## src/rtl/core/rtp_nal_pkg.sv

```systemverilog
`timescale 1ns / 1ps

package rtp_nal_pkg;

   // Largest RTP packet on the wire, header included.
   localparam int MAX_PACKET_BYTES = 1500;
   localparam int RTP_HEADER_BYTES = 12;
   localparam int PAYLOAD_CAP      = MAX_PACKET_BYTES - RTP_HEADER_BYTES;

   localparam int CSR_ADDR_WIDTH = 4;

   // Register indexes on the configuration port.
   localparam logic [1:0] REG_PAYLOAD_TYPE     = 2'd0;
   localparam logic [1:0] REG_SOURCE_ID        = 2'd1;
   localparam logic [1:0] REG_MAX_PAYLOAD      = 2'd2;
   localparam logic [1:0] REG_INITIAL_SEQUENCE = 2'd3;

   localparam logic [6:0]  PAYLOAD_TYPE_RESET = 7'd96;
   localparam logic [10:0] MAX_PAYLOAD_RESET  = 11'd1400;
   localparam logic [10:0] MAX_PAYLOAD_FLOOR  = 11'd3;

   // Fixed byte values of the packet format.
   localparam logic [7:0] RTP_VERSION_BYTE = 8'h80;
   localparam logic [7:0] FU_START_BIT     = 8'h80;
   localparam logic [7:0] FU_END_BIT       = 8'h40;
   localparam logic [7:0] FU_A_TYPE        = 8'd28;
   localparam logic [7:0] NAL_TYPE_MASK    = 8'h1F;
   localparam logic [7:0] NAL_NRI_MASK     = 8'hE0;
   localparam logic [7:0] NAL_SEI          = 8'h06;
   localparam logic [7:0] NAL_SPS          = 8'h67;
   localparam logic [7:0] NAL_PPS          = 8'h68;

   typedef struct packed {
      logic [7:0]  nal_byte;
      logic [15:0] nal_length;
      logic [31:0] frame_time;
      logic        first_of_nal;
   } req_payload_type;

   typedef struct packed {
      logic [7:0] packet_byte;
      logic       packet_start;
      logic       packet_end;
      logic       last_of_run;
   } rsp_payload_type;

   // Per-job fields for emitting the bytes caused by one input byte.
   typedef struct packed {
      logic        with_header;
      logic        with_fu;
      logic        marker;
      logic [15:0] seq_number;
      logic [31:0] stamp;
      logic [7:0]  fu_indicator;
      logic [7:0]  fu_header;
      logic [7:0]  data;
      logic        data_end;
   } job_type;

endpackage

```

## src/rtl/core/rtp_h264_nal_packetizer_top.sv

```systemverilog
`timescale 1ns / 1ps

// RTP packetizer for H.264 NAL units, single NAL unit and FU-A modes.
// The req channel carries one NAL byte per beat, header byte first and flagged
// by first_of_nal; that beat also carries the unit length and RTP timestamp.
// The rsp channel carries the RTP packet stream one byte per beat, with flags
// for the first and final byte of each packet and for the last byte caused by
// a given input beat. The APB-style port holds payload type, SSRC, maximum
// payload and the initial sequence number; the user must write it only while
// idle, since the block itself does not enforce that. Each accepted byte is
// decoded in the cycle it is accepted into a job register, and a byte counter
// walks that job onto the registered rsp output. Throughput is one input beat
// per cycle for payload bytes while the receiver keeps up. A beat that opens
// a packet causes 13 output beats (15 for an FU-A fragment), so req_ready
// drops while the job counter walks that header burst through the single
// output register.
// When the receiver stalls, the output register holds its beat, the job
// counter stops and req_ready falls once the pending job cannot retire.
// Synchronous reset clears the handshake state and the unit tracking state,
// and loads the register reset values: payload type 96, SSRC 0, maximum
// payload 1400, sequence counter 0.

module rtp_h264_nal_packetizer_top
   import rtp_nal_pkg::*;
(
   input  logic                      clock,
   input  logic                      reset,

   input  logic                      req_valid,
   output logic                      req_ready,
   input  req_payload_type           req_payload,

   output logic                      rsp_valid,
   input  logic                      rsp_ready,
   output rsp_payload_type           rsp_payload,

   input  logic                      psel,
   input  logic                      penable,
   input  logic                      pwrite,
   input  logic [CSR_ADDR_WIDTH-1:0] paddr,
   input  logic [31:0]               pwdata,
   output logic [31:0]               prdata,
   output logic                      pready
);

   // Configuration registers.
   logic [6:0]  payload_type_ff;
   logic [31:0] source_id_ff;
   logic [10:0] max_payload_ff;
   logic [15:0] initial_sequence_ff;

   // Unit tracking state.
   logic [15:0] sequence_ff,  sequence_in;
   logic [15:0] position_ff,  position_in;
   logic [10:0] fill_ff,      fill_in;
   logic [7:0]  header_ff,    header_in;
   logic [15:0] length_ff,    length_in;
   logic [31:0] time_ff,      time_in;
   logic        frag_mode_ff, frag_mode_in;

   // Job register and emission counter.
   job_type     job_ff,       job_in;
   logic        job_valid_ff;
   logic        job_load;
   logic [3:0]  index_ff;
   logic [3:0]  index_last;
   logic        index_done;

   // Output register.
   rsp_payload_type rsp_ff, rsp_in;
   logic            rsp_valid_ff;
   logic            advance;

   logic        req_accept;
   logic        csr_write;
   logic [1:0]  csr_index;

   logic [10:0] eff_max;
   logic [10:0] frag_size;
   logic [15:0] first_length;
   logic        unit_active;
   logic        unit_end;
   logic [15:0] remaining;
   logic        last_frag;
   logic [10:0] fill_plus;
   logic        frag_close;

   assign pready    = 1'b1;
   assign csr_write = psel && penable && pwrite && pready;
   assign csr_index = paddr[3:2];

   always_comb begin
      case (csr_index)
         REG_PAYLOAD_TYPE:     prdata = {25'd0, payload_type_ff};
         REG_SOURCE_ID:        prdata = source_id_ff;
         REG_MAX_PAYLOAD:      prdata = {21'd0, max_payload_ff};
         REG_INITIAL_SEQUENCE: prdata = {16'd0, initial_sequence_ff};
         default:              prdata = 32'd0;
      endcase
   end

   // Payload size limits: the register is clamped to a usable range.
   always_comb begin
      eff_max = max_payload_ff;
      if (max_payload_ff < MAX_PAYLOAD_FLOOR) begin
         eff_max = MAX_PAYLOAD_FLOOR;
      end
      if (32'(max_payload_ff) > PAYLOAD_CAP) begin
         eff_max = 11'(PAYLOAD_CAP);
      end
      frag_size = eff_max - 11'd2;
   end

   // Handshakes. A job retires when its final byte moves to the output
   // register; the next input byte may be taken in that same cycle.
   assign advance    = job_valid_ff && (!rsp_valid_ff || rsp_ready);
   assign index_last = job_ff.with_header ? (job_ff.with_fu ? 4'd14 : 4'd12) : 4'd0;
   assign index_done = (index_ff == index_last);
   assign req_ready  = !job_valid_ff || (advance && index_done);
   assign req_accept = req_valid && req_ready;

   // Decode of one input byte against the unit state.
   assign first_length = (req_payload.nal_length == 16'd0) ? 16'd1 : req_payload.nal_length;
   assign unit_active  = (position_ff < length_ff);
   assign unit_end     = (position_ff == (length_ff - 16'd1));
   assign remaining    = length_ff - position_ff;
   assign last_frag    = (remaining <= {5'd0, frag_size});
   assign fill_plus    = fill_ff + 11'd1;
   assign frag_close   = (fill_plus >= frag_size) || unit_end;

   always_comb begin
      sequence_in  = sequence_ff;
      position_in  = position_ff;
      fill_in      = fill_ff;
      header_in    = header_ff;
      length_in    = length_ff;
      time_in      = time_ff;
      frag_mode_in = frag_mode_ff;
      job_load     = 1'b0;

      job_in              = job_ff;
      job_in.with_header  = 1'b0;
      job_in.with_fu      = 1'b0;
      job_in.marker       = 1'b0;
      job_in.seq_number   = sequence_ff;
      job_in.stamp        = time_ff;
      job_in.fu_indicator = (header_ff & NAL_NRI_MASK) | FU_A_TYPE;
      job_in.fu_header    = header_ff & NAL_TYPE_MASK;
      job_in.data         = req_payload.nal_byte;
      job_in.data_end     = 1'b0;

      if (req_payload.first_of_nal) begin
         header_in    = req_payload.nal_byte;
         length_in    = first_length;
         time_in      = req_payload.frame_time;
         fill_in      = 11'd0;
         position_in  = 16'd1;
         frag_mode_in = (first_length > {5'd0, eff_max});
         if (!frag_mode_in) begin
            // Whole unit in one packet; header bytes equal to NAL_SEI, NAL_SPS or NAL_PPS carry no marker.
            job_load           = 1'b1;
            job_in.with_header = 1'b1;
            job_in.marker      = !(req_payload.nal_byte == NAL_SEI ||
                                   req_payload.nal_byte == NAL_SPS ||
                                   req_payload.nal_byte == NAL_PPS);
            job_in.stamp       = req_payload.frame_time;
            job_in.data_end    = (first_length == 16'd1);
            sequence_in        = sequence_ff + 16'd1;
         end
      end else if (unit_active) begin
         job_load    = 1'b1;
         position_in = position_ff + 16'd1;
         if (!frag_mode_ff) begin
            job_in.data_end = unit_end;
         end else begin
            if (fill_ff == 11'd0) begin
               // This byte opens a fragment: RTP header plus the FU bytes.
               job_in.with_header = 1'b1;
               job_in.with_fu     = 1'b1;
               job_in.marker      = last_frag;
               job_in.fu_header   = (header_ff & NAL_TYPE_MASK)
                                  | ((position_ff == 16'd1) ? FU_START_BIT : 8'd0)
                                  | (last_frag ? FU_END_BIT : 8'd0);
               sequence_in        = sequence_ff + 16'd1;
            end
            job_in.data_end = frag_close;
            fill_in         = frag_close ? 11'd0 : fill_plus;
         end
      end
   end

   // Byte selection for the current position within the job.
   always_comb begin
      rsp_in              = rsp_ff;
      rsp_in.packet_start = 1'b0;
      rsp_in.packet_end   = 1'b0;
      rsp_in.last_of_run  = index_done;
      rsp_in.packet_byte  = job_ff.data;
      if (!job_ff.with_header) begin
         rsp_in.packet_end = job_ff.data_end;
      end else begin
         case (index_ff)
            4'd0: begin
               rsp_in.packet_byte  = RTP_VERSION_BYTE;
               rsp_in.packet_start = 1'b1;
            end
            4'd1:  rsp_in.packet_byte = {job_ff.marker, payload_type_ff};
            4'd2:  rsp_in.packet_byte = job_ff.seq_number[15:8];
            4'd3:  rsp_in.packet_byte = job_ff.seq_number[7:0];
            4'd4:  rsp_in.packet_byte = job_ff.stamp[31:24];
            4'd5:  rsp_in.packet_byte = job_ff.stamp[23:16];
            4'd6:  rsp_in.packet_byte = job_ff.stamp[15:8];
            4'd7:  rsp_in.packet_byte = job_ff.stamp[7:0];
            4'd8:  rsp_in.packet_byte = source_id_ff[31:24];
            4'd9:  rsp_in.packet_byte = source_id_ff[23:16];
            4'd10: rsp_in.packet_byte = source_id_ff[15:8];
            4'd11: rsp_in.packet_byte = source_id_ff[7:0];
            4'd12: begin
               if (job_ff.with_fu) begin
                  rsp_in.packet_byte = job_ff.fu_indicator;
               end else begin
                  rsp_in.packet_end = job_ff.data_end;
               end
            end
            4'd13: rsp_in.packet_byte = job_ff.fu_header;
            default: rsp_in.packet_end = job_ff.data_end;
         endcase
      end
   end

   always_ff @(posedge clock) begin
      if (reset) begin
         payload_type_ff     <= PAYLOAD_TYPE_RESET;
         source_id_ff        <= 32'd0;
         max_payload_ff      <= MAX_PAYLOAD_RESET;
         initial_sequence_ff <= 16'd0;
         sequence_ff         <= 16'd0;
         position_ff         <= 16'd0;
         fill_ff             <= 11'd0;
         header_ff           <= 8'd0;
         length_ff           <= 16'd0;
         time_ff             <= 32'd0;
         frag_mode_ff        <= 1'b0;
         job_valid_ff        <= 1'b0;
         index_ff            <= 4'd0;
         rsp_valid_ff        <= 1'b0;
      end else begin
         // A write of the initial sequence register loads the counter.
         if (csr_write && (csr_index == REG_INITIAL_SEQUENCE)) begin
            sequence_ff <= pwdata[15:0];
         end else if (req_accept) begin
            sequence_ff <= sequence_in;
         end

         if (req_accept) begin
            position_ff  <= position_in;
            fill_ff      <= fill_in;
            header_ff    <= header_in;
            length_ff    <= length_in;
            time_ff      <= time_in;
            frag_mode_ff <= frag_mode_in;
         end

         if (advance) begin
            index_ff <= index_done ? 4'd0 : index_ff + 4'd1;
         end
         if (req_accept) begin
            job_valid_ff <= job_load;
         end else if (advance && index_done) begin
            job_valid_ff <= 1'b0;
         end

         if (advance) begin
            rsp_valid_ff <= 1'b1;
         end else if (rsp_ready) begin
            rsp_valid_ff <= 1'b0;
         end

         if (csr_write) begin
            case (csr_index)
               REG_PAYLOAD_TYPE:     payload_type_ff     <= pwdata[6:0];
               REG_SOURCE_ID:        source_id_ff        <= pwdata;
               REG_MAX_PAYLOAD:      max_payload_ff      <= pwdata[10:0];
               REG_INITIAL_SEQUENCE: initial_sequence_ff <= pwdata[15:0];
               default: ;
            endcase
         end
      end
   end

   always_ff @(posedge clock) begin
      if (req_accept && job_load) begin
         job_ff <= job_in;
      end
      if (advance) begin
         rsp_ff <= rsp_in;
      end
   end

   assign rsp_valid   = rsp_valid_ff;
   assign rsp_payload = rsp_ff;

   // Every packet opens with the RTP version byte.
   a_start_byte: assert property (@(posedge clock) disable iff (reset)
      rsp_valid_ff && rsp_ff.packet_start |-> rsp_ff.packet_byte == RTP_VERSION_BYTE)
      else $error("packet start without version byte");

   // The emission counter never runs past the end of its job.
   a_index_bound: assert property (@(posedge clock) disable iff (reset)
      job_valid_ff |-> index_ff <= index_last)
      else $error("job byte counter out of range");

   // The unit position never passes the unit length.
   a_position: assert property (@(posedge clock) disable iff (reset)
      req_accept |=> position_ff <= length_ff)
      else $error("unit position beyond unit length");

   // A fragment fill always stays below the payload cap.
   a_fill: assert property (@(posedge clock) disable iff (reset)
      32'(fill_ff) < PAYLOAD_CAP)
      else $error("fragment fill out of range");

endmodule

```

## config.mk

```make
export PLATFORM = sky130hd
export DESIGN_NAME = rtp_h264_nal_packetizer_top
export DESIGN_NICKNAME = d
export VERILOG_FILES = /design/src/rtl/core/rtp_nal_pkg.sv /design/src/rtl/core/rtp_h264_nal_packetizer_top.sv
export SDC_FILE = /design/constraint.sdc
export NUM_CORES = 1
export LEC_CHECK = 0
export ABC_AREA = 1
export BUFFER_PORTS_ARGS = -buffer_cell sky130_fd_sc_hd__buf_2
export CORE_UTILIZATION = 54
export DETAILED_ROUTE_END_ITERATION = 16
export HOLD_SLACK_MARGIN = 0.12
export PLACE_DENSITY = 0.77
export RECOVER_POWER = 100
export SYNTH_ARGS = -nofsm -noshare
export SYNTH_HDL_FRONTEND = slang
export SYNTH_SLANG_ARGS = --single-unit
```

## constraint.sdc

```tcl
create_clock -name clock -period 3.91 [get_ports clock]
set_input_delay 0 -clock clock [delete_from_list [all_inputs] [get_ports clock]]
set_output_delay 0 -clock clock [all_outputs]
set_load 0.03 [all_outputs]
```

==> results of run 1 <==
==> layer usage <==
layer / vias to the layer above / routed length [um] / GRT usage (%)
met5: - / 0 / 0
met4: 0 / 1060 / 10.4
met3: 82 / 4450 / 7.48
met2: 639 / 19400 / 51.3
met1: 6338 / 18200 / 43.3
li1: 6641 / - / -
==> path summary, 6_finish.rpt <==
check                                  from                               to  slack (ns)  depth (start not counted)
hold / removal                      penable  payload_type_ff[5]$_SDFFE_PP1P_        0.16                          5
setup reg to reg  job_valid_ff$_SDFFE_PP0P_        header_ff[5]$_SDFFE_PP0P_        0.31                          9
hold reg to reg   header_ff[2]$_SDFFE_PP0P_             job_ff[11]$_DFFE_PP_        0.44                          0
setup / recovery  job_valid_ff$_SDFFE_PP0P_        header_ff[5]$_SDFFE_PP0P_        0.31                          9
==> logic make-up after synthesis <==
| family | count (synthesis) |
|---|---|
| compound gates | 386 |
| xor+xnor | 43 |
| fa+ha+maj | 61 |
| buf+inv | 306 |
| flops | 253 |
| other cells | 1 |
| simple gates | 814 |
==> cells in the mapped netlist, drive strengths merged (29+ instances only) <==
library cell	number
clkbuf	57
nand3	102
dfxtp	172
ha	60
xor2	33
nor3	29
a21oi	135
inv	227
o21ai	170
nand2	471
nor2	163
edfxtp	81
==> placed cells by master, fill, tap and decap left out, types with 5 or more instances in the layout <==
cell and instances:
sky130_fd_sc_hd__dlygate4sd3_1 112, sky130_fd_sc_hd__nor2_1 159, sky130_fd_sc_hd__clkbuf_16 30, sky130_fd_sc_hd__nand4_1 22, sky130_fd_sc_hd__edfxtp_1 81, sky130_fd_sc_hd__o21bai_1 5
sky130_fd_sc_hd__xnor2_1 10, sky130_fd_sc_hd__a21oi_1 131, sky130_fd_sc_hd__dfxtp_1 172, sky130_fd_sc_hd__clkbuf_1 62, sky130_fd_sc_hd__a221oi_1 16, sky130_fd_sc_hd__o22ai_1 17
sky130_fd_sc_hd__ha_1 60, sky130_fd_sc_hd__inv_1 221, sky130_fd_sc_hd__xor2_1 33, sky130_fd_sc_hd__nand3b_1 9, sky130_fd_sc_hd__nand2_1 468, sky130_fd_sc_hd__clkinv_1 7
sky130_fd_sc_hd__o21ai_0 166, sky130_fd_sc_hd__clkbuf_8 7, sky130_fd_sc_hd__o211ai_1 10, sky130_fd_sc_hd__o2111ai_1 8, sky130_fd_sc_hd__nand3_1 101, sky130_fd_sc_hd__nor4_1 12
sky130_fd_sc_hd__nor3_1 29, sky130_fd_sc_hd__buf_2 88
==> power groups by stage <==
| stage | sequential (W) | clock, W | combinational (W) |
|---|---|---|---|
| 6_report | 0.00298 | 0.00291 | 0.00124 |
| 5_1_grt | 0.00300 | 0.00305 | 0.00137 |
| 4_1_cts | 0.00298 | 0.00293 | 0.00124 |
| 3_5_place_dp | 0.00304 | 0 | 0.00115 |
| 3_3_place_gp | 0.00303 | 0 | 0.00113 |
| 2_1_floorplan | 0.00303 | 0 | 0.000794 |
==> worst register-to-register path: stages (launching register included) <==
cell	delay, ns
sky130_fd_sc_hd__dfxtp_1	0.33
sky130_fd_sc_hd__inv_1	0.07
sky130_fd_sc_hd__a21oi_4	0.47
sky130_fd_sc_hd__nand3_1	0.21
sky130_fd_sc_hd__nand2_1	0.24
sky130_fd_sc_hd__nand3_1	0.28
sky130_fd_sc_hd__inv_1	0.36
sky130_fd_sc_hd__nand2_1	0.49
sky130_fd_sc_hd__clkbuf_2	0.62
sky130_fd_sc_hd__o21ai_0	0.43
==> sequential cells by signal, summed over array words and instances (netlist names), 4 cells and up <==
register             count
job_ff                  70
source_id_ff            32
time_ff                 32
initial_sequence_ff     16
length_ff               16
position_ff             16
sequence_ff             16
fill_ff                 11
max_payload_ff          11
rsp_payload             11
header_ff                8
payload_type_ff          7
index_ff                 4
==> through the flow <==
step,cells,util (%)
after floorplan,1864,-
after global placement,2275,58.8
after detailed placement,2275,58.8
after CTS,2439,67.4
after global routing,2439,66.7
final,2440,66.7
==> area by class of cell <==
type,count,area (um^2)
flip-flops and latches,253,5880
repair buffers,267,1860
multi-input cells,1305,6730
clock buffers,38,841
fillers,2124,8380
clock inverters,14,210
diodes,1,2.50
inverters,232,871
well taps,330,413
==> reports/results.txt, run 1 <==
The die covers 0.0263 mm^2. After detailed routing, the average wire length per cell comes to 17.7 um. The largest single stage delay on the critical path is 0.61 ns. At the worst endpoint, the arrival time is 4.05 ns.

For this design, the slowest cell found on the critical path is sky130_fd_sc_hd__clkbuf_2. Entering global routing, the biggest net connects 71 pins. The register bit total from synthesis was 253. In the post-route analysis, the smallest setup slack over all paths is 0.313 ns. The simple-gate area share of the yosys netlist was 24.9%.

The count of endpoints failing hold in the final timing report was 0. During synthesis, Yosys emitted a total of 0 warnings. STA classifies the critical path startpoint as a register. The tools report the area of placed instances as 0.0148 mm^2. Clock-pin slew was measured on the worst setup and hold paths at 0.06 ns. The run gives 128 as the count of pins over their slew limit. The detailed-route vias per instance came out at 5.61. In this run the worst path has a maximum fanout of 40.

The final critical path time including I/O delays and setup is 3.60 ns, and the fraction of power spent switching nets is 28.5%. The critical path goes through inv_1, a21oi_4, nand3_1, nand2_1, nand3_1, inv_1, nand2_1, clkbuf_2, o21ai_0. In the synthesized netlist the dominant register cell turns out to be sky130_fd_sc_hd__dfxtp_1. In this run, post-CTS repair resized a total of 0 instances. The area of the mapped netlist is 0.0139 mm^2, and the multiplexer share of the synthesized area is 0%. The cell type with the highest aggregate area in the netlist was sky130_fd_sc_hd__dfxtp_1. Dividing the final minimum period by the clock period gives 92.0%.

For this run the aggregate overflow at the end of global routing stands at 0. Pre-CTS setup slack: 0.439 ns. The run gives 0.56 ns as the clock latency of the later-clocked register in the worst-skew pair. For this run, the register share of the synthesized area comes to 42.3%. The number of nets still failing antenna checks after routing is 0. Summed over all layers, the routed wires come to 43.1 mm.

The share of total power dissipated in sequential elements is 41.8%. In this run the count of I/O pins placed on the die edge is 146. In the synthesized netlist, the number of instances is 1864. When the netlist entered floorplanning its net count stood at 2025. For the worst setup path, the data required time is 4.37 ns. The critical path is of the register to register type. For the part of the total power dissipated in combinational logic, the log shows 17.3%. The number of buffers and inverters on the critical path works out to 3. The wire-length estimate of the detail-placed layout is 30.6 mm. For the max-capacitance violation count, the log shows 3. In the synthesized netlist the async set-or-reset flop fraction comes to 0%. The mean post-synth cell area is 7.45 um^2. In this run the static leakage power is 7.18 nW.

At the end of the flow, the number of nets in the layout was 2248. The pre-antenna-repair detailed-routing pass consisted of 6 iterations. The run gives 253 as the number of sinks on the clock net. The internal portion of the total power is 0.00510 W. The clock passes through at most 3 buffers. Total routing usage reported by global routing: 32.3%. For the clock buffer count from CTS, the log shows 28. The total negative slack is 0 ns. TritonCTS built the clock tree.

The synthesized-area fraction occupied by ao, oa, aoi and oai cells is 15.8%. The overall power consumption is 0.00713 W, and the number of buffers inserted to repair setup after CTS is 0. The share of layout cells above drive strength 1 came out at 7.73%.

Measured against its own limit, the worst slew margin works out to -29.4%. The y dimension of the die works out to 162 um. On the critical path the largest part of the delay comes from simple AND/OR/NAND/NOR gates. Setup repair after global routing left no endpoint under its margin.

Clock root buffer: sky130_fd_sc_hd__clkbuf_16. After Yosys synthesis, full adders, half adders and majority gates account for 5.55% of the synthesized area. The number of H-tree levels was 1; the row count was 58. The congestion estimate from routability-driven global placement came to 0.934. The run gives 1585 as the number of violations reported at the end of detailed-routing iteration 0.

The number of antenna violations at the first check in global routing came out at 0. The number of library cell types mapped by synthesis was 50; the top-area cell type share of the netlist area was 24.8%. Setup violations remaining at the end of the flow were counted as 0. By area, the combinational part of the netlist is dominated by simple AND/OR/NAND/NOR gates. For this run, the top clock speed supported by timing is 278 MHz. The first global-routing pass estimated 66.3 mm of wire.

The clock network accounts for 40.8% of the total power. The number of flops mapped to enable cells by yosys is 81. For the worst clock skew on the final layout, the log shows 0.0202 ns.

Summing over every cut layer, the via total after detailed routing is 13700. The worst-case IR drop observed on VDD is 0.389 mV. The number of buffers added to fix hold violations after cts is 112.

For this run, design rule violations remaining after detail routing come to 0. Number of input and output port buffers inserted: 142. The flow ran to the end, but the final reports show violations. Xor and xnor fraction of the mapped netlist area: 2.71%. The worst hold path belongs to the class input port to register.

By area the synthesized netlist is led by sky130_fd_sc_hd__dfxtp_1, sky130_fd_sc_hd__edfxtp_1, sky130_fd_sc_hd__nand2_1. On the final layout, the worst hold slack is 0.161 ns. The die extent in x was 162 um. For this design the total switching power over the nets is 0.00204 W.

In this run the power density over the cells is 425 mW/mm^2. From synthesis to final layout, the design area changed by 21.0%. Number of global-route vias before repair: 12700. The checks that failed: max-capacitance violations, max-slew violations.

The effective utilization at floorplan was 55.1%. After routing the design area is 0.0168 mm^2. In this run the standard cell core region covers 0.0252 mm^2. The worst setup path is captured at a register. At the pin with the least slew margin, the transition time is 1.94 ns.
Note: power is estimated with default switching activity, not from simulation.
==> run 2, diff against run 1 <==
--- a/config.mk
+++ b/config.mk
@@ -13,4 +13,5 @@
 export PLACE_DENSITY = 0.77
 export RECOVER_POWER = 100
+export SETUP_SLACK_MARGIN = 0.05
 export SYNTH_ARGS = -nofsm -noshare
 export SYNTH_HDL_FRONTEND = slang
==> constraint.sdc (replaced) <==
create_clock -name clock -period 3.91 [get_ports clock]
set_input_delay 0 -clock clock [delete_from_list [all_inputs] [get_ports clock]]
set_output_delay 0 -clock clock [all_outputs]
set_load 0.01 [all_outputs]
==> reports/results.txt, run 2 (synthesized netlist as in run 1, its figures left out) <==
The flow ran to the end, but the final reports show violations. The checks that failed: max-capacitance violations, max-slew violations. job_ff holds more flip-flops than any other register. The tools report the diode insertion count for antenna repair as 0. The tree is rooted in a sky130_fd_sc_hd__clkbuf_16.

The run gives 146 as the number of placed I/O pins. Detailed-route vias per instance: 5.61. TritonCTS built the clock tree.

After clock tree synthesis, the clock-pin slew on the worst setup and hold paths is 0.06 ns. The first-pass GRT wire length came out at 66.3 mm. The number of antenna violations at the first check in global routing is 0, and the number of buffers and inverters on the critical path is 3. The worst pin sits at a relative slew slack of -29.4%. Data on the critical path is required at its endpoint by 4.36 ns.

Across all hold checks on the routed design, the worst slack comes to 0.157 ns. From synthesis to final layout, the design area changed by 21.0%. In the layout the commonest cells are sky130_fd_sc_hd__nand2_1, sky130_fd_sc_hd__inv_1, sky130_fd_sc_hd__dfxtp_1.

OpenSTA, run right after detailed placement, puts the worst setup slack at 0.439 ns. After detailed routing, the total wire length is 43.1 mm. The class of the tightest hold or removal check was input port to register.

The worst hold path stage count came out at 5. The detailed-route wire length per cell is 17.7 um, and the count of endpoints failing hold in the final timing report is 0. For the worst clock skew on the final layout, the log shows 0.0214 ns. The logs give 1 for the number of H-tree levels and 55.1% for the effective utilization at floorplan. The total number of vias is 13700. In the final layout, the registers with the most flip-flops are job_ff: 70 flops, source_id_ff: 32 flops, time_ff: 32 flops. The count of pins over their slew limit is 128, and the die extent in x is 162 um. The worst setup path is of the register to register kind. The logs give 0 for the total DRC errors in the routed layout and 7.19 nW for the leakage power summed over all cells. The die is 162 um tall. In this run the worst path has a maximum fanout of 40.

In this run the power density over the cells is 423 mW/mm^2. Summed over all layers, the global routing overflow is 0. After floorplanning, the core was divided into 58 placement rows.

The die covers 0.0263 mm^2. The placed wire-length estimate after detailed placement was 30.6 mm; the share of layout cells above drive strength 1 was 7.78%. Grouping stages by cell kind, the critical path spends the most delay in simple AND/OR/NAND/NOR gates.

Worst-margin pin slew: 1.94 ns. The number of flip-flops under the largest register name is 70. The most common cell after layout, fill and taps aside was sky130_fd_sc_hd__nand2_1. The routability congestion estimate was 0.934; the fmax was 276 MHz. For the clock latency of the later-clocked register in the worst-skew pair, the log shows 0.57 ns. Walking the worst path, the cells encountered are inv_1, a21oi_4, nand3_1, nand2_1, nand3_1, inv_1, nand2_1, clkbuf_2, o21ai_0.

For the number of global-route vias before repair, the log shows 12700. After the first detailed-routing iteration, the DRC count stood at 1586. IR analysis of the VDD net gives a maximum drop of 0.387 mV. The number of cells on the worst reg-to-reg path is 9. Kind of start point of the critical path: a register. Setup total negative slack on the finished layout was measured at 0 ns.

In this run, CTS created clock tree buffers numbering 28. The net count of the finished layout was 2248; the data arrival time at the worst-slack endpoint was 4.07 ns. In this run the deepest clock path goes through 3 buffers. Post-CTS repair changed the size of 0 cells.

Path length in cells of the critical path: 9. In the global route stage, overall resource usage came out at 32.3%. The run gives 0 as the setup-violating endpoint count in the final report.

The tools report the category of the worst setup path capture point as a register. The run gives 2124 as the fill cell instance count of the final layout. The floorplan step defined a core boundary enclosing 0.0252 mm^2.

The largest net degree at the start of global routing is 71. The final clock period utilization by the worst path is 92.5%, and the number of input and output port buffers inserted is 142. Number of sinks on the clock net: 253. The first detailed-routing pass ran for 6 iterations.

On the worst path, the slowest cell contributes a delay of 0.61 ns. The max-capacitance violation count was 3. Among all stages on the critical path, the largest delay is contributed by sky130_fd_sc_hd__clkbuf_2.

The slack of the critical path was 0.292 ns. Setup repair after global routing left no endpoint under its margin. The number of nets still failing antenna checks after routing is 0, and the final critical path time including I/O delays and setup is 3.62 ns.

The worst register-to-register path has a setup slack of 0.29 ns.
run 2: changes by cell type in the layout (fill, tap and decap cells not counted), sizes merged:
cell / change
buf: +1
diode: -1
clkbuf: -1
run 2: final timing paths:
| kind | start | to |
|---|---|---|
| min | penable | payload_type_ff[5]$_SDFFE_PP1P_ |
| max | job_valid_ff$_SDFFE_PP0P_ | header_ff[5]$_SDFFE_PP0P_ |
| max reg2reg | job_valid_ff$_SDFFE_PP0P_ | header_ff[5]$_SDFFE_PP0P_ |
| min reg2reg | header_ff[2]$_SDFFE_PP0P_ | job_ff[11]$_DFFE_PP_ |
run 2: report_power, final:
| part | internal [W] | switching, W | total [W] |
|---|---|---|---|
| clock network | 0.00178 | 0.00113 | 0.00292 |
| registers | 0.00289 | 0.0000924 | 0.00298 |
| logic | 0.000423 | 0.000779 | 0.00120 |
run 2: per-layer routing:
| layer | GRT usage, % | vias up | part of all wire (%) |
|---|---|---|---|
| met5 | 0 | - | 0 |
| met4 | 10.4 | 0 | 2.4 |
| met3 | 7.48 | 82 | 11 |
| met2 | 51.3 | 638 | 45 |
| met1 | 43.3 | 6323 | 42 |
| li1 | - | 6636 | - |
run 2: metrics by stage:
step | std cells | cell area [um^2] | util, % | power [W]
final | 2439 | 16800 | 66.7 | 0.00710
after CTS | 2439 | 17000 | 67.4 | 0.00712
after global placement | 2275 | 14800 | 58.8 | 0.00413
after global routing | 2439 | 16800 | 66.7 | 0.00738
after detailed placement | 2275 | 14800 | 58.8 | 0.00415
after floorplan | 1864 | 13900 | - | 0.00379
run 2: layout make-up:
type / instances / area [um^2] / share of cell area (%)
clock inverter: 14 / 210 / 1.25
clock buffer: 38 / 841 / 5.01
inverter: 232 / 871 / 5.18
multi-input combinational: 1305 / 6730 / 40.1
sequential: 253 / 5880 / 35.0
timing repair buffer: 267 / 1860 / 11.1
tap: 330 / 413 / 2.46
run 2: worst register-to-register path: stages, from the launching register on:
cell and delay (ns):
sky130_fd_sc_hd__dfxtp_1 0.33, sky130_fd_sc_hd__inv_1 0.07, sky130_fd_sc_hd__a21oi_4 0.47, sky130_fd_sc_hd__nand3_1 0.21, sky130_fd_sc_hd__nand2_1 0.24, sky130_fd_sc_hd__nand3_1 0.27, sky130_fd_sc_hd__inv_1 0.36, sky130_fd_sc_hd__nand2_1 0.49
sky130_fd_sc_hd__clkbuf_2 0.61, sky130_fd_sc_hd__o21ai_0 0.45
run 2: repair_timing:
action / in CTS / in global routing
setup buffers: 0 / 0
hold buffers: 112 / 0
hold endpoints to repair: 211 / 0
==> run 3, diff against run 2 <==
CORE_UTILIZATION = 64   (was 54)
PLACE_DENSITY = 0.86   (was 0.77)
clock period = 4.37 ns   (was 3.91 ns; I/O delays follow)
==> reports/results.txt, run 3 (synthesized netlist as in run 1, its figures left out) <==
The largest net degree at the start of global routing was 71. Setup slack of the worst register-to-register path: 0.43 ns. job_ff holds more flip-flops than any other register. The routability congestion estimate was 0.971; the fmax was 254 MHz.

The final clock period utilization by the worst path was 90.1%. STA classifies the critical path startpoint as a register. The later pin in the worst-skew pair is clocked with a latency of 0.57 ns.

The worst hold path stage count works out to 6. The logs give 0.0212 mm^2 for the standard cell core area and 39.9% for the total routing usage reported by global routing. The die extent in x was 149 um; the clock buffer count from CTS was 27. The routed wire length is 45.4 mm. The tools report the effective utilization at floorplan as 65.6%. The tools report the area enclosed by the die boundary as 0.0223 mm^2.

The end of the worst register-to-register path is sequence_ff[3]$_SDFFE_PP0P_. After routing, the total negative slack on setup checks comes to 0 ns. The detailed-route wire length per cell is 19.1 um.

The number of global-route vias before repair was 13100; the maximum fanout count along the critical path was 17. The count of endpoints failing hold in the final timing report was 0. For the worst hold-check slack, the log shows 0.157 ns. The clock period could shrink to 3.94 ns. Measured along the y axis, the die boundary spans 149 um. The floorplan has 53 rows. The clock root buffer was sky130_fd_sc_hd__clkbuf_16. Walking the worst path, the cells encountered are inv_1, ha_1, nand2_1, nor3_1, nand2_1, nand2_1, nand2_1, o21ai_2, nand3_4, nand2_1, nand2_1, a21oi_1. Detailed placement finished with a half-perimeter wire length of 30.4 mm.

TritonCTS built the clock tree. The number of input and output port buffers inserted is 142. Slack of the critical path: 0.432 ns. For this block, the initial DRC count from the detailed router was 1577. The most common cell after layout, fill and taps aside was sky130_fd_sc_hd__nand2_1. Cells fill 78.0% of the core in the end. For this run, the slowest stage of the critical path takes 0.62 ns.

The library cells used most frequently in the layout, excluding fill and tap cells, are sky130_fd_sc_hd__nand2_1, sky130_fd_sc_hd__inv_1, sky130_fd_sc_hd__dfxtp_1. The number of buffers and inverters on the critical path came out at 1. The leakage power summed over all cells is 7.09 nW, and the cell depth of the worst flop-to-flop path is 12. The share of layout cells above drive strength 1 works out to 7.67%.

The worst setup path is of the register to register kind. The first global-routing pass estimated 68.6 mm of wire. Launch instance of the worst min-delay path: paddr[3].

Post-CTS timing repair inserted 0 buffers for setup. The flow ran to the end, but the final reports show violations. VDD sags by at most 0.389 mV.

The logs give 44 for the count of pins over their slew limit and 0 for the residual overflow from global routing. Clock tree synthesis found a total of 253 sinks. The largest registers in the layout are job_ff: 70 flops, source_id_ff: 32 flops, time_ff: 32 flops. For the number of H-tree levels, the log shows 1. Clock tree buffer depth: 3. The number of gates resized after CTS was 0. In this run the count of I/O pins placed on the die edge is 146. At the end of the flow, the number of nets in the layout was 2239. Setup repair after global routing left no endpoint under its margin. Slowest cell on the critical path: sky130_fd_sc_hd__nand2_1.

The detailed-route vias per instance was 5.97; the fill cell instance count of the final layout was 1549. The worst hold path terminates at payload_type_ff[3]$_SDFFE_PP0P_. Power spread over the standard cell area amounts to 371 mW/mm^2. The run gives 4.81 ns as the required arrival time at the worst endpoint. At the placement stage, the worst setup path has a slack of 0.973 ns. The cell family with the largest share of critical-path delay was simple AND/OR/NAND/NOR gates.

At the worst endpoint, the arrival time is 4.38 ns. Setup-violating endpoint count in the final report: 0. The class of the tightest hold or removal check is input port to register. Across all layers, the routed design uses 14200 vias. The total DRC errors in the routed layout is 0.

The final reports fail on max-capacitance violations, max-slew violations. The worst clock skew on the final layout was 0.0213 ns. The worst-margin pin slew is 2.47 ns, and the growth of design area from synthesis to finish is 18.9%. The overall power consumption is 0.00612 W. Number of flip-flops under the largest register name: 70.

The cell type with the highest occurrence count on the critical path is sky130_fd_sc_hd__nand2_1. The run gives 1 as the number of antenna violations at the first check in global routing. The origin of the critical flop-to-flop path is position_ff[13]$_SDFFE_PP0P_. For the max-capacitance violation count, the log shows 1. The count of nets left with antenna violations once routing finished came out at 0. The first detailed-routing pass ran for 8 iterations. STA classifies the critical path endpoint as a register. The clock transition time at the flip-flop clock pins of the worst setup and hold paths came out at 0.06 ns. Measured against its own limit, the worst slew margin works out to -64.6%.
-- run 3: metal layers --
| layer | global-route usage, % | routed length, um | vias to the layer above |
|---|---|---|---|
| met3 | 8.56 | 5310 | 137 |
| met5 | 0 | 0 | - |
| li1 | - | - | 6619 |
| met4 | 13.9 | 1440 | 0 |
| met1 | 53.0 | 17800 | 6574 |
| met2 | 64.4 | 20800 | 838 |
-- run 3: per-stage QoR --
stage          instance area [um^2]  std cells
3_5_place_dp                  14700       2218
5_1_grt                       16500       2374
2_1_floorplan                 13900       1864
3_3_place_gp                  14700       2218
4_1_cts                       16700       2373
6_report                      16500       2374
-- run 3: how the worst max path moves through the flow --
stage	startpoint	to	slack [ns]	cells after the start
2_1_floorplan	max_payload_ff[6]$_SDFFE_PP1P_	job_ff[0]$_DFFE_PP_	0.56	15
3_3_place_gp	max_payload_ff[6]$_SDFFE_PP1P_	fill_ff[4]$_SDFFE_PP0P_	1.01	18
3_5_place_dp	max_payload_ff[6]$_SDFFE_PP1P_	job_ff[45]$_DFFE_PP_	0.97	17
4_1_cts	max_payload_ff[6]$_SDFFE_PP1P_	job_ff[43]$_DFFE_PP_	0.91	17
5_1_grt	paddr[2]	source_id_ff[24]$_SDFFE_PP0P_	0.29	11
6_report	position_ff[13]$_SDFFE_PP0P_	sequence_ff[3]$_SDFFE_PP0P_	0.43	12
-- run 3: worst register-to-register path, stage by stage (launching register included) --
cell,delay [ns]
sky130_fd_sc_hd__dfxtp_1,0.47
sky130_fd_sc_hd__inv_1,0.11
sky130_fd_sc_hd__ha_1,0.39
sky130_fd_sc_hd__nand2_1,0.13
sky130_fd_sc_hd__nor3_1,0.46
sky130_fd_sc_hd__nand2_1,0.10
sky130_fd_sc_hd__nand2_1,0.10
sky130_fd_sc_hd__nand2_1,0.10
sky130_fd_sc_hd__o21ai_2,0.58
sky130_fd_sc_hd__nand3_4,0.42
sky130_fd_sc_hd__nand2_1,0.63
sky130_fd_sc_hd__nand2_1,0.15
sky130_fd_sc_hd__a21oi_1,0.19
-- run 3: final cells by class --
type,instances,area (um^2),area share (%)
diodes,1,2.50,0.0152
clock buffers,33,728,4.41
clock inverters,16,168,1.02
inverters,232,871,5.28
multi-input cells,1305,6740,40.8
flip-flops and latches,253,5880,35.6
well taps,275,344,2.08
repair buffers,259,1780,10.8
-- run 3: power by group --
part | switching (W) | leakage (nW) | total (W) | internal (W)
combinational | 0.000718 | 4.48 | 0.00110 | 0.000377
sequential | 0.0000872 | 2.17 | 0.00267 | 0.00259
clock | 0.000992 | 0.444 | 0.00235 | 0.00136
-- run 3: repair_timing --
action	in CTS	in global routing
hold buffers	106	0
endpoints found under the setup margin	0	0
endpoints found under the hold margin	212	0
